## config.mk

```make
export PLATFORM = sky130hd
export DESIGN_NAME = ctt_angle
export DESIGN_NICKNAME = d
export VERILOG_FILES = /design/src/hw/rtl/ctt_pkg.sv /design/src/hw/rtl/ctt_angle.sv
export SDC_FILE = /design/constraint.sdc
export NUM_CORES = 2
export LEC_CHECK = 0
export ABC_CLOCK_PERIOD_IN_PS = 13990
export BUFFER_PORTS_ARGS = -buffer_cell sky130_fd_sc_hd__buf_2
export CORE_AREA = 5 5 336 338
export DETAILED_ROUTE_END_ITERATION = 7
export DIE_AREA = 0 0 341 343
export MAX_ROUTING_LAYER = met4
export SKIP_CTS_REPAIR_TIMING = 1
export SYNTH_ARGS = -nofsm -noshare
export SYNTH_HDL_FRONTEND = slang
export SYNTH_SLANG_ARGS = --single-unit
```

## constraint.sdc

```tcl
create_clock -name clk -period 13.99 [get_ports clk]
set_clock_uncertainty 0.1 [all_clocks]
set_input_delay 0.6995 -clock clk [delete_from_list [all_inputs] [get_ports clk]]
set_output_delay 0.6995 -clock clk [all_outputs]
set_load 0.03 [all_outputs]
```

## src/hw/rtl/ctt_pkg.sv

```systemverilog
// ============================================================================
// ctt_pkg
// Shared types and constants for the cosine taper truncation pipeline.
// ============================================================================
package ctt_pkg;

    localparam int FRAC_BITS = 16;
    localparam int Q30       = 30;
    localparam int POS_W     = 24;
    localparam int VAL_W     = 32;
    localparam int F_W       = FRAC_BITS + 1;
    localparam int HSTEPS    = 5;

    localparam logic [30:0] ONE_Q30 = 31'h4000_0000;
    localparam logic [31:0] PI_Q30  = 32'd3373259426;

    // Horner divisors and their 2^32 reciprocals, innermost first
    localparam logic [6:0]  HORNER_DIV [0:HSTEPS-1] = '{7'd90, 7'd56, 7'd30, 7'd12, 7'd2};
    localparam logic [31:0] HORNER_RECIP [0:HSTEPS-1] = '{
        32'(64'd4294967296 / 90),
        32'(64'd4294967296 / 56),
        32'(64'd4294967296 / 30),
        32'(64'd4294967296 / 12),
        32'(64'd4294967296 / 2)
    };

    localparam logic REG_R_MIN = 1'b0;
    localparam logic REG_R_MAX = 1'b1;

    typedef enum logic [1:0] {
        MODE_PASS,
        MODE_ZERO,
        MODE_TAPER
    } mode_t;

    typedef struct packed {
        mode_t             mode;
        logic              flip;
        logic [VAL_W-1:0]  raw;
    } side_t;

endpackage

```

## src/hw/rtl/ctt_angle.sv

```systemverilog
// ============================================================================
// ctt_angle
// Fold the ratio to the first quarter, scale by pi and square it (Q30).
// ============================================================================
module ctt_angle
    import ctt_pkg::*;
(
    input  logic            clk,
    input  logic            rst_n,
    input  logic            in_valid,
    input  logic [Q30-1:0]  t,
    input  side_t           in_side,
    output logic            out_valid,
    output logic [31:0]     z,
    output side_t           out_side
);

    localparam logic [Q30-1:0] HALF = Q30'(1 << (Q30 - 1));

    logic           v_reg [0:4];
    side_t          s_reg [0:4];
    logic [Q30-1:0] u_reg;
    logic [61:0]    pr_reg;
    logic [30:0]    y_reg;
    logic [61:0]    sq_reg;
    logic [31:0]    z_reg;

    logic           flip_next;
    logic [Q30-1:0] u_next;
    logic [62:0]    y_sum;
    logic [62:0]    z_sum;
    side_t          s0_next;

    always_comb
    begin
        flip_next    = t > HALF;
        u_next       = flip_next ? Q30'((31'd1 << Q30) - {1'b0, t}) : t;
        s0_next      = in_side;
        s0_next.flip = flip_next;
        y_sum        = {1'b0, pr_reg} + 63'(HALF);
        z_sum        = {1'b0, sq_reg} + 63'(HALF);
    end

    always_ff @(posedge clk or negedge rst_n)
    begin
        if (!rst_n)
        begin
            for (int i = 0; i < 5; i++)
                v_reg[i] <= 1'b0;
        end
        else
        begin
            v_reg[0] <= in_valid;
            for (int i = 1; i < 5; i++)
                v_reg[i] <= v_reg[i-1];
        end
    end

    always_ff @(posedge clk)
    begin
        s_reg[0] <= s0_next;
        for (int i = 1; i < 5; i++)
            s_reg[i] <= s_reg[i-1];
        u_reg  <= u_next;
        pr_reg <= 62'(u_reg) * 62'(PI_Q30);
        y_reg  <= y_sum[60:30];
        sq_reg <= 62'(y_reg) * 62'(y_reg);
        z_reg  <= z_sum[61:30];
    end

    assign out_valid = v_reg[4];
    assign z         = z_reg;
    assign out_side  = s_reg[4];

endmodule

```

Word level (Yosys, flattened, before mapping) --
Memories as Yosys holds them, arrays and structs flattened. Index checks and enable logic that the tools add are counted.
Cells by class: add/sub/neg operators 3, multipliers 2, order comparisons 1, mux-type cells 1
Operators by type and width (number):
- adder 62 x 30 -> 62 bit (second input constant) | 1
- multiplier 31 x 31 -> 62 bit | 1
- adder 61 x 30 -> 61 bit (second input constant) | 1
- multiplier 30 x 31 -> 60 bit (second input constant) | 1
- > comparator 30 bit (second input constant) | 1
- two-way mux 30 bit | 1
- subtractor 1 x 30 -> 30 bit (first input constant) | 1
Word-level totals: flip-flop bits (word level) 220, memory bits (writable) 175, input port bits 68, output and inout bits 68, word-level logic and storage cells 18, memories 1
Memories:
- s_reg | depth 5, bits a word 35, read ports 5, clocked after Yosys merged registers in 0, wr ports 5, RTL line ctt_angle.sv:21 | side_t s_reg [0:4];

Logic depth before layout (Yosys ltp) --
word-level depth 2, mapped depth 30, mapped depth without buffers 28

Worst setup path before layout --
OpenSTA, ideal clock, no wires.
path kind register to register, start point register y_reg[4], end point register sq_reg[58], setup time 0.120 ns, arrival 7.511 ns, data required time 13.770 ns, path slack 6.259 ns, cell stages (with the launch flop) 29, buffers on the path 2, clock period less this slack 7.731 ns, cells stage by stage dfxtp_1 > clkbuf_1 > clkbuf_1 > nand2_1 > fa_1 > inv_1 > fa_1 > fa_1 > inv_1 > fa_1 > inv_1 > fa_1 > inv_1 > fa_1 > inv_1 > fa_1 > inv_1 > fa_1 > inv_1 > ha_1 > nand4_1 > nor4_1 > o211ai_1 > a41oi_1 > a221o_1 > a21oi_1 > o31ai_2 > a41oi_1 > xnor2_1
Between the ends: cells in the longest elaborated chain, start to end 1
RTL lines:
- start, declared | RTL line ctt_angle.sv:24 | logic [30:0] y_reg;
- start signal, assigned | RTL line ctt_angle.sv:66 | y_reg <= y_sum[60:30];
- multiplier 31 x 31 -> 62 bit | RTL line ctt_angle.sv:67 | sq_reg <= 62'(y_reg) * 62'(y_reg);
- end signal, assigned | RTL line ctt_angle.sv:67
- end, declared | RTL line ctt_angle.sv:25 | logic [61:0] sq_reg;
Every way passes these cells.

Worst setup path in the final report --
start point register y_reg[15], end point register sq_reg[58]
Same word-level chain as after synthesis.

==> results.sh <==
export IMPL_grt_overflow=0
export IMPL_die_area_sq_um=117000
export IMPL_finalWirelength_mm=115
export IMPL_slew_limit_headroom_pct=35.3
export IMPL_rsz0062_at_grt="no"
export IMPL_routedWlPerCell_microns=17.8
export IMPL_die_x_microns=341
export IMPL_cts_buffer_depth=3
export IMPL_period_minus_slack_ns=9.28
export IMPL_gp_congestion=0.885
export IMPL_grt_pass1_vias=35200
export IMPL_diodes=0
export IMPL_hold_viol=0
export IMPL_ys_flop_type="dfxtp_1"
export IMPL_drive_gt1_share_pct=4.90
export IMPL_synth_largest_area_cell="fa_1"
export IMPL_finalSetupTns_ns=0
export IMPL_use_met2_pct=36.1
export IMPL_synth_distinct_cells=66
export IMPL_syn_instance_count=4923
export IMPL_met3_usage_pct=2.28
export IMPL_drc=0
export IMPL_clk_pin_slew_ns=0.06
export IMPL_drtIter0Drc=1180
export IMPL_grt_pass1_wl_mm=188
export IMPL_yosysTopAreaCellShare_pct=43.3
export IMPL_synth_commonest_cells="1436 x inv_1, 1079 x fa_1, 623 x ha_1, 334 x nand2_1, 333 x dfxtp_1"
export IMPL_outcome="finished, final reports clean"
export IMPL_async_reset_ff_share_pct=1.48
export IMPL_synth_area_leaders="fa_1 43%, ha_1 16%, dfxtp_1 13%"
export IMPL_synth_enable_flop_cells=0
export IMPL_cts_root_buf="clkbuf_16"
export IMPL_finish_utilization_pct=48.4
export IMPL_yosysMostFrequentCell="inv_1"
export IMPL_ios=136
export IMPL_worstMarginPinSlew_ns=0.967
export IMPL_slew_viol_final=0
export IMPL_start_util_pct=45.4
export IMPL_cts_tree="yes"
export IMPL_cp_max_fo=25
export IMPL_numPortBuffers=134
export IMPL_endpoint_kind="flip-flop"
export IMPL_ys_seq_elements=338
export IMPL_ys_warn_count=0
export IMPL_ys_seq_area_share_pct=13.6
export IMPL_synthToLayoutAreaGrowth_pct=6.49
export IMPL_rrSetupSlack_ns=4.71
export IMPL_grt_busiest_layer="met2"
export IMPL_startpoint_type="flip-flop"
export IMPL_syn_avg_cell_area_sq_um=10.1
export IMPL_crit_type="reg2reg"
export IMPL_num_rows=122
export IMPL_core_sq_um=110000
export IMPL_numCtsBuffers=37
export IMPL_clkSinkCount=338
export IMPL_cp_arrival_ns=9.62
export IMPL_vias=31400
export IMPL_grt_max_degree=34
export IMPL_grt_usage_pct=21.1
export IMPL_viasPerCell=4.86
export IMPL_synth_nets=6693
export IMPL_period_share_pct=66.3
export IMPL_ant_nets=0
export IMPL_die_h_microns=343
export IMPL_htree_num_levels=2
export IMPL_cp_required_ns=14.33
export IMPL_netlist_area_sq_um=49900
export IMPL_hpwlAfterDp_mm=94.5
export IMPL_nets=6767
export IMPL_fmax_mhz=108
export IMPL_holdWs_ns=0.149
export IMPL_use_met1_pct=26.2
export IMPL_drt_pass1_iterations=5
export IMPL_antenna_found_initial=2
export IMPL_setup_viol=0
export IMPL_hp_class="in2reg"
export IMPL_clkLatencyLatePin_ns=0.56
export IMPL_drv_cap=0
export IMPL_largest_register_ffs=175
[cell usage in the layout, fill, tap and decap left out, types with 15 or more instances in the layout]
master	n
inv_1	1436
fa_1	1079
ha_1	623
nand2_1	334
dfxtp_1	330
and2_1	205
buf_2	134
xnor2_1	126
a21oi_1	111
nor2_1	81
a21o_1	58
xor2_1	55
o21ai_0	51
nand3_1	47
clkbuf_16	38
buf_4	36
nand4_1	27
and3_1	23
nor3_1	16
nor2b_1	15
[worst paths after layout]
| path | start | end | cells past startpoint |
|---|---|---|---|
| worst min register to register | s_reg[0][134] | s_reg[0][169] | 0 |
| worst min-delay path | in_side[0] | s_reg[0][0] | 1 |
| max in group asynchronous | rst_n | v_reg[2] | 2 |
| worst max register to register | y_reg[15] | sq_reg[58] | 24 |
| min in group asynchronous | rst_n | v_reg[3] | 2 |
| worst max-delay path | y_reg[15] | sq_reg[58] | 24 |
[metal layers]
layer,wire length [microns],vias up,share of wire (%)
met5,0,-,0
met4,4800,0,4.2
met3,4910,186,4.3
met2,57700,634,50
met1,47600,15800,41
li1,-,14700,-
[worst max-delay path: stages, from the launching register on]
cell	delay, ns
dfxtp_1	0.30
buf_4	0.39
clkinv_1	0.50
nor2_1	0.41
fa_1	0.50
fa_1	0.55
inv_1	0.06
fa_1	0.57
fa_1	0.46
fa_1	0.56
inv_1	0.05
fa_1	0.46
fa_1	0.51
fa_1	0.42
ha_1	0.36
nand4_1	0.23
nor4_1	0.47
o211ai_1	0.17
a41oi_1	0.60
a221o_1	0.42
a21oi_1	0.10
buf_4	0.19
o31ai_2	0.42
a41oi_1	0.19
xnor2_1	0.15
[through the flow]
step           setup WS [ns]  instances  cell area, sq um
3_3_place_gp            4.72       6383             51900
4_1_cts                 4.62       6447             53100
3_5_place_dp            4.68       6383             51900
6_report                4.71       6448             53100
2_1_floorplan           6.26       4923             49900
5_1_grt                 4.21       6448             53100
[cell families (layout without fill, tap and decap cells)]
logic type,Yosys count,count (layout),share of synthesized area [%]
XOR/XNOR,181,181,3.18
buffers and inverters,1574,1673,12.1
AO/OA/AOI/OAI,331,331,4.25
AND/OR/NAND/NOR,793,793,7.80
multiplexers,4,4,0.0828
flip-flops,338,338,13.6
adder cells (fa/ha/maj),1702,1702,58.9
[final cells by class]
type | instances | area (sq um)
inverters | 1438 | 5400
repair buffers | 171 | 951
fillers | 10300 | 56600
clock buffers | 52 | 1050
clock inverters | 12 | 105
flip-flops and latches | 338 | 6800
multi-input cells | 3011 | 37000
well taps | 1426 | 1780
Power is left out: the tool's default activity adds up to more than one toggle a clock period on the data nets, which glitch-free logic cannot reach.
