## config.mk

```make
export PLATFORM = sky130hd
export DESIGN_NAME = ctt_out
export DESIGN_NICKNAME = d
export VERILOG_FILES = /design/src/hw/rtl/ctt_pkg.sv /design/src/hw/rtl/ctt_out.sv
export SDC_FILE = /design/constraint.sdc
export NUM_CORES = 2
export LEC_CHECK = 0
export BUFFER_PORTS_ARGS = -buffer_cell sky130_fd_sc_hd__buf_2
export CORE_MARGIN = 4
export CORE_UTILIZATION = 45
export DETAILED_ROUTE_END_ITERATION = 12
export PLACE_DENSITY = 0.62
export SKIP_CTS_REPAIR_TIMING = 1
export SYNTH_ARGS = -nofsm -noshare
export SYNTH_HDL_FRONTEND = slang
export SYNTH_SLANG_ARGS = --single-unit
```

## constraint.sdc

```tcl
create_clock -name clk -period 15.4 [get_ports clk]
set_clock_uncertainty 0.05 [all_clocks]
set_input_delay 3.08 -clock clk [delete_from_list [all_inputs] [get_ports clk]]
set_output_delay 3.08 -clock clk [all_outputs]
set_load 0.005 [all_outputs]
```

## src/hw/rtl/ctt_pkg.sv

```systemverilog
// ============================================================================
// ctt_pkg
// Shared types and constants for the cosine taper truncation pipeline.
// ============================================================================
package ctt_pkg;

    localparam int FRAC_BITS = 16;
    localparam int Q30       = 30;
    localparam int POS_W     = 24;
    localparam int VAL_W     = 32;
    localparam int F_W       = FRAC_BITS + 1;
    localparam int HSTEPS    = 5;

    localparam logic [30:0] ONE_Q30 = 31'h4000_0000;
    localparam logic [31:0] PI_Q30  = 32'd3373259426;

    // Horner divisors and their 2^32 reciprocals, innermost first
    localparam logic [6:0]  HORNER_DIV [0:HSTEPS-1] = '{7'd90, 7'd56, 7'd30, 7'd12, 7'd2};
    localparam logic [31:0] HORNER_RECIP [0:HSTEPS-1] = '{
        32'(64'd4294967296 / 90),
        32'(64'd4294967296 / 56),
        32'(64'd4294967296 / 30),
        32'(64'd4294967296 / 12),
        32'(64'd4294967296 / 2)
    };

    localparam logic REG_R_MIN = 1'b0;
    localparam logic REG_R_MAX = 1'b1;

    typedef enum logic [1:0] {
        MODE_PASS,
        MODE_ZERO,
        MODE_TAPER
    } mode_t;

    typedef struct packed {
        mode_t             mode;
        logic              flip;
        logic [VAL_W-1:0]  raw;
    } side_t;

endpackage

```

## src/hw/rtl/ctt_out.sv

```systemverilog
// ============================================================================
// ctt_out
// Form the taper factor, scale the magnitude, round and select the result.
// ============================================================================
module ctt_out
    import ctt_pkg::*;
(
    input  logic                clk,
    input  logic                rst_n,
    input  logic                in_valid,
    input  logic signed [32:0]  c,
    input  side_t               in_side,
    output logic                done,
    output logic [VAL_W-1:0]    tapered_value
);

    localparam int SH = Q30 - FRAC_BITS;

    logic               v_reg [0:2];
    side_t              s_reg [0:1];
    logic [F_W-1:0]     f_reg;
    logic [VAL_W-1:0]   mag_reg;
    logic [VAL_W+F_W-1:0] prod_reg;
    logic [VAL_W-1:0]   out_reg;

    logic [30:0]        cc;
    logic [31:0]        gsum;
    logic [30:0]        g;
    logic [31:0]        fsum;
    logic [VAL_W+F_W-1:0] rsum;
    logic [VAL_W-1:0]   r;
    logic [VAL_W-1:0]   out_next;

    always_comb
    begin
        if (c < 0)
            cc = '0;
        else if (c > $signed(33'(ONE_Q30)))
            cc = ONE_Q30;
        else
            cc = c[30:0];
        gsum = 32'(ONE_Q30) + 32'(cc);
        g    = gsum[31:1];
        if (in_side.flip)
            g = ONE_Q30 - g;
        fsum = 32'(g) + 32'(1 << (SH - 1));
        rsum = prod_reg + (VAL_W+F_W)'(1 << (FRAC_BITS - 1));
        r    = rsum[FRAC_BITS +: VAL_W];
        case (s_reg[1].mode)
            MODE_ZERO:  out_next = '0;
            MODE_TAPER: out_next = s_reg[1].raw[VAL_W-1] ? VAL_W'(-r) : r;
            default:    out_next = s_reg[1].raw;
        endcase
    end

    always_ff @(posedge clk or negedge rst_n)
    begin
        if (!rst_n)
        begin
            for (int i = 0; i < 3; i++)
                v_reg[i] <= 1'b0;
        end
        else
        begin
            v_reg[0] <= in_valid;
            v_reg[1] <= v_reg[0];
            v_reg[2] <= v_reg[1];
        end
    end

    always_ff @(posedge clk)
    begin
        s_reg[0] <= in_side;
        s_reg[1] <= s_reg[0];
        f_reg    <= fsum[SH +: F_W];
        mag_reg  <= in_side.raw[VAL_W-1] ? VAL_W'(-in_side.raw) : in_side.raw;
        prod_reg <= (VAL_W+F_W)'(mag_reg) * (VAL_W+F_W)'(f_reg);
        out_reg  <= out_next;
    end

    assign done          = v_reg[2];
    assign tapered_value = out_reg;

endmodule

```

-- Word-level counts from Yosys, hierarchy flattened
Memories as Yosys holds them, arrays and structs flattened.
Cells that the tools add are included.
- register bits: 132
- bits in writable memories: 70
- memories kept: 1
- memory list (memory ; words ; bits a word ; read ports ; clocked after Yosys merged registers in ; wr ports ; RTL line ; RTL):
    s_reg ; 2 ; 35 ; 2 ; 0 ; 2 ; ctt_out.sv:20 ; side_t s_reg [0:1];
- add/sub/neg operators: 6
- multipliers: 1
- magnitude comparators: 2
- eq/ne operators: 2
- muxes and demuxes: 6
- operators with widths (operator ; number):
    31-bit two-way mux ; 4
    32-bit negator ; 2
    32-bit one-hot mux with 2 select lines ; 1
    48-bit by 16-bit adder with 48-bit output, second input constant ; 1
    32-bit by 17-bit multiplier with 48-bit output ; 1
    33-bit by 32-bit greater-than comparator with 1-bit output, second input constant ; 1
    33-bit by 1-bit < comparator with 1-bit output, second input constant ; 1
    31-bit by 31-bit adder with 32-bit output, first input constant ; 1
    32-bit two-way mux ; 1
    31-bit by 14-bit adder with 31-bit output, second input constant ; 1
    31-bit subtractor, first input constant ; 1
    2-bit by 1-bit == test with 1-bit output, second input constant ; 1
    2-bit == test, second input constant ; 1

-- Logic depth before layout (Yosys ltp)
- depth in word-level cells: 7
- depth in mapped cells: 24
- gate-level depth less buffers: 23

-- Worst setup path before layout
No wires, ideal clock.
- path kind: register to register
- start point: register mag_reg[6]
- end point: register prod_reg[46]
- library setup time: 0.072 ns
- arrival: 6.184 ns
- setup slack: 9.094 ns
- cell stages (with the launch flop): 21
- buffers on the path: 1
- clock period less this slack: 6.306 ns
- cells stage by stage: dfxtp_1 -> clkbuf_1 -> nand2_1 -> fa_1 -> inv_1 -> fa_1 -> fa_1 -> fa_1 -> fa_1 -> inv_1 -> fa_1 -> inv_1 -> ha_1 -> nand3_1 -> or4_1 -> o21ai_1 -> a21o_1 -> a221oi_1 -> nor2b_1 -> o31ai_1 -> xor2_1
- longest elaborated chain between the ends: 1
- RTL lines (what ; RTL line ; RTL):
    from (decl) ; ctt_out.sv:22 ; logic [VAL_W-1:0] mag_reg;
    from (signal assigned) ; ctt_out.sv:76 ; mag_reg <= in_side.raw[VAL_W-1] ? VAL_W'(-in_side.raw) : in_side.raw;
    32-bit by 17-bit multiplier with 48-bit output ; ctt_out.sv:77 ; prod_reg <= (VAL_W+F_W)'(mag_reg) * (VAL_W+F_W)'(f_reg);
    to (signal assigned) ; ctt_out.sv:77 ;
    to (decl) ; ctt_out.sv:23 ; logic [VAL_W+F_W-1:0] prod_reg;
No other way between the ends.
A chain may end at the register's enable or synchronous reset.

-- Worst setup path after layout
- start point: register f_reg[16]
- end point: register prod_reg[46]
- longest elaborated chain between the ends: 1
- RTL lines (what ; RTL line ; RTL):
    from (decl) ; ctt_out.sv:21 ; logic [F_W-1:0] f_reg;
    from (signal assigned) ; ctt_out.sv:75 ; f_reg <= fsum[SH +: F_W];
    32-bit by 17-bit multiplier with 48-bit output ; ctt_out.sv:77 ;
No other way between the ends.

==> results.json <==
{
  "drc": 0,
  "start_util_pct": 45.85,
  "cts_root_buf": "clkbuf_16",
  "ant_nets": 0,
  "vias": 17620,
  "grt_pass1_wl_mm": 99.44,
  "fin_total_pwr_mw": 2.295,
  "drive_gt1_share_pct": 6.729,
  "r2r-end": "prod_reg[46]",
  "reg2reg_depth": 19,
  "viasPerCell": 5.228,
  "antenna_found_initial": 0,
  "peakVddDrop_mv": 0.07404,
  "worst-path-buf-inv": 3,
  "core_area_sq_um": 51820,
  "slowest_delay_ps": 1110,
  "clkPwrFrac_pct": 19.2,
  "synth_edf_count": 0,
  "cts_tree": "yes",
  "min-delay-path-class": "reg2reg",
  "dieArea_sq_um": 56540,
  "syn_to_final_growth_pct": 6.894,
  "clockBufferDepth": 2,
  "io_pins": 104,
  "row_count": 83,
  "worst-path-stages": 19,
  "setup_tns_ps": 0,
  "antennaDiodeCount": 0,
  "worstPathRequired_ps": 15740,
  "largest_register_ffs": 68,
  "ys.flop_type": "dfxtp_1",
  "path_delay_family": "adder cells",
  "synth_cell_type_count": 79,
  "cts_buffers": 17,
  "syn_avg_cell_area_sq_um": 8.939,
  "period_minus_slack_ps": 7600,
  "synth_seq_cells": 184,
  "crit_end": "prod_reg[46]",
  "fillCellCount": 4926,
  "die_w_um": 237.8,
  "routabilityCongestion": 0.8425,
  "grt_max_degree": 40,
  "finish.instance_area_sq_um": 25400,
  "grt.total_usage_pct": 21.85,
  "relSlewSlack_pct": 20.48,
  "status": "finished, final reports clean",
  "p_per_area_nw_per_um2": 90.38,
  "r2r_start": "f_reg[16]",
  "rsz0062_at_grt": "no",
  "async_flop_share_pct": 1.630,
  "clock.fmax_mhz": 131.6,
  "p_sw_mw": 1.027,
  "grt_pass1_vias": 19020,
  "fp.dieH_um": 237.8,
  "crit_chain": "nand2_1 -> fa_1 -> fa_1 -> inv_1 -> fa_1 -> fa_1 -> fa_1 -> inv_1 -> fa_1 -> inv_1 -> ha_1 -> nand3_1 -> or4_1 -> o21ai_1 -> a21o_1 -> a221oi_1 -> nor2b_1 -> o31ai_1 -> xor2_1",
  "worstSetupPathType": "reg2reg",
  "endpoint_kind": "register",
  "netlist_area_sq_um": 23760,
  "reg2reg_slack_ps": 7800,
  "cp_common_cell": "fa_1",
  "slew_violations": 0,
  "syn_inst": 2658,
  "routedWlPerCell_um": 17.63,
  "firstDrtPassIters": 5,
  "clk_pin_slew_worst_paths_ps": 70,
  "drt_wl_total_mm": 59.40,
  "drtIter0Drc": 1047,
  "switching_share_pct": 44.75,
  "hold_viol": 0,
  "cp.arrival_ps": 7940,
  "ys_warn_count": 0,
  "internal-power_mw": 1.268,
  "portBuffers": 103,
  "clock_latency_ps": 470,
  "seq_power_share_pct": 30.5,
  "ys_seq_area_share_pct": 15.57,
  "finalCoreUtilization_pct": 49.01,
  "postSynthNetCount": 3297,
  "finalNetCount": 3316,
  "hpwl_mm": 46.58,
  "setup_violations": 0,
  "cap_violations": 0,
  "pwr-share-comb_pct": 50.2,
  "grt_overflow_total": 0,
  "final.period_utilization_pct": 49.35,
  "leakagePower_nw": 12.16,
  "cpMaxStageDelayCell": "dfxtp_1",
  "placed_cell_area_sq_um": 24800,
  "crit_fanout": 32,
  "htree_num_levels": 4,
  "cts.sink_count": 184,
  "startpoint_type": "register",
  "crit_start": "f_reg[16]",
  "worst_pin_slew_ps": 1191
}
## layout make-up
class / instances / area [sq um] / share of cell area (%)
multi-input combinational: 1825 / 17600 / 69.29
sequential: 184 / 3699 / 14.56
inverter: 524 / 1967 / 7.745
tap: 680 / 850.8 / 3.350
timing repair buffer: 125 / 680.7 / 2.680
clock buffer: 19 / 452.9 / 1.783
clock inverter: 13 / 148.9 / 0.5863
## worst register-to-register path: cells and delay by family, from the launching register on
| kind | cells | cell delay [ps] |
|---|---|---|
| xor+xnor | 1 | 180 |
| compound gates | 4 | 1500 |
| buf+inv | 3 | 140 |
| simple gates | 4 | 1050 |
| flops | 1 | 1110 |
| fa+ha+maj | 7 | 3520 |
## synthesized netlist by cell type (5+ instances only)
cell	number	area, sq um
a21oi_1	40	200.2
or4_1	8	60.06
and4_1	5	43.79
a211oi_1	7	52.55
dfxtp_1	181	3623
fa_1	446	8929
nor3_1	15	75.07
a31oi_1	5	31.28
nand2b_1	10	62.56
nand2_1	435	1633
nand4_1	23	143.9
and3_1	18	112.6
o31ai_1	19	142.6
clkbuf_1	107	401.6
nor2_1	68	255.2
buf_2	14	70.07
o21a_1	7	52.55
inv_1	523	1963
a21o_1	11	82.58
o41ai_1	8	70.07
o21ai_0	48	240.2
xor2_1	48	420.4
o21ai_1	26	130.1
nor4_1	11	68.82
and2_1	211	1320
nand3_1	35	175.2
or3_1	14	87.58
ha_1	122	1526
nor2b_1	8	50.05
xnor2_1	103	902.1
## per-stage QoR
| stage | setup slack (ps) | cells | hold WS, ps |
|---|---|---|---|
| 4_1_cts | 7869 | 3370 | 278.1 |
| 2_1_floorplan | 9094 | 2658 | 259.6 |
| 6_report | 7800 | 3370 | 278.6 |
| 5_1_grt | 7436 | 3370 | 281.6 |
| 3_3_place_gp | 7982 | 3338 | 260.1 |
| 3_5_place_dp | 7888 | 3338 | 262.1 |
## power groups by stage
| stage | clock network (mW) | logic (mW) | registers (mW) |
|---|---|---|---|
| after floorplan | 0 | 0.922 | 0.611 |
| after global placement | 0 | 1.13 | 0.706 |
| after detailed placement | 0 | 1.16 | 0.709 |
| after CTS | 0.455 | 1.16 | 0.698 |
| after global routing | 0.470 | 1.33 | 0.714 |
| final | 0.442 | 1.15 | 0.701 |
## layer usage
layer / part of all wire (%) / track usage (%)
met1: 40 / 27.37
met2: 53 / 39.20
met3: 5.4 / 3.562
met4: 2.3 / 5.962
met5: 0 / 0
## cell families after synthesis
family | Yosys count | share of synthesized area [%]
multiplexers | 4 | 0.1790
buffers and inverters | 649 | 10.36
AO/OA/AOI/OAI | 210 | 5.651
adder cells (fa/ha/maj) | 568 | 44.00
AND/OR/NAND/NOR | 892 | 18.67
flip-flops | 184 | 15.57
XOR/XNOR | 151 | 5.566
## worst min path at each step
stage            startpoint            to  slack [ps]  depth (start not counted)
2_1_floorplan   s_reg[0][1]  s_reg[0][36]         260                          0
5_1_grt         s_reg[0][8]  s_reg[0][43]         280                          0
3_3_place_gp   s_reg[0][22]  s_reg[0][57]         260                          0
6_report        s_reg[0][1]  s_reg[0][36]         280                          0
3_5_place_dp    s_reg[0][1]  s_reg[0][36]         260                          0
4_1_cts         s_reg[0][1]  s_reg[0][36]         280                          0
## cell usage in the layout, fill, tap and decap left out, types with 10 or more instances in the layout
master and count:
ha_1 122, o21ai_1 26, nand2_1 435, xnor2_1 103, o21ai_0 48, dfxtp_1 181, nand3_1 35, nor3_1 15
nor4_1 11, xor2_1 48, buf_4 22, and3_1 18, buf_2 103, nand4_1 23, a21o_1 11, inv_1 523
nor2_1 68, clkbuf_16 17, and2_1 211, or3_1 14, a21oi_1 40, fa_1 446, o31ai_1 19, nand2b_1 10
No activity file was read; power rests on OpenSTA's default activity.
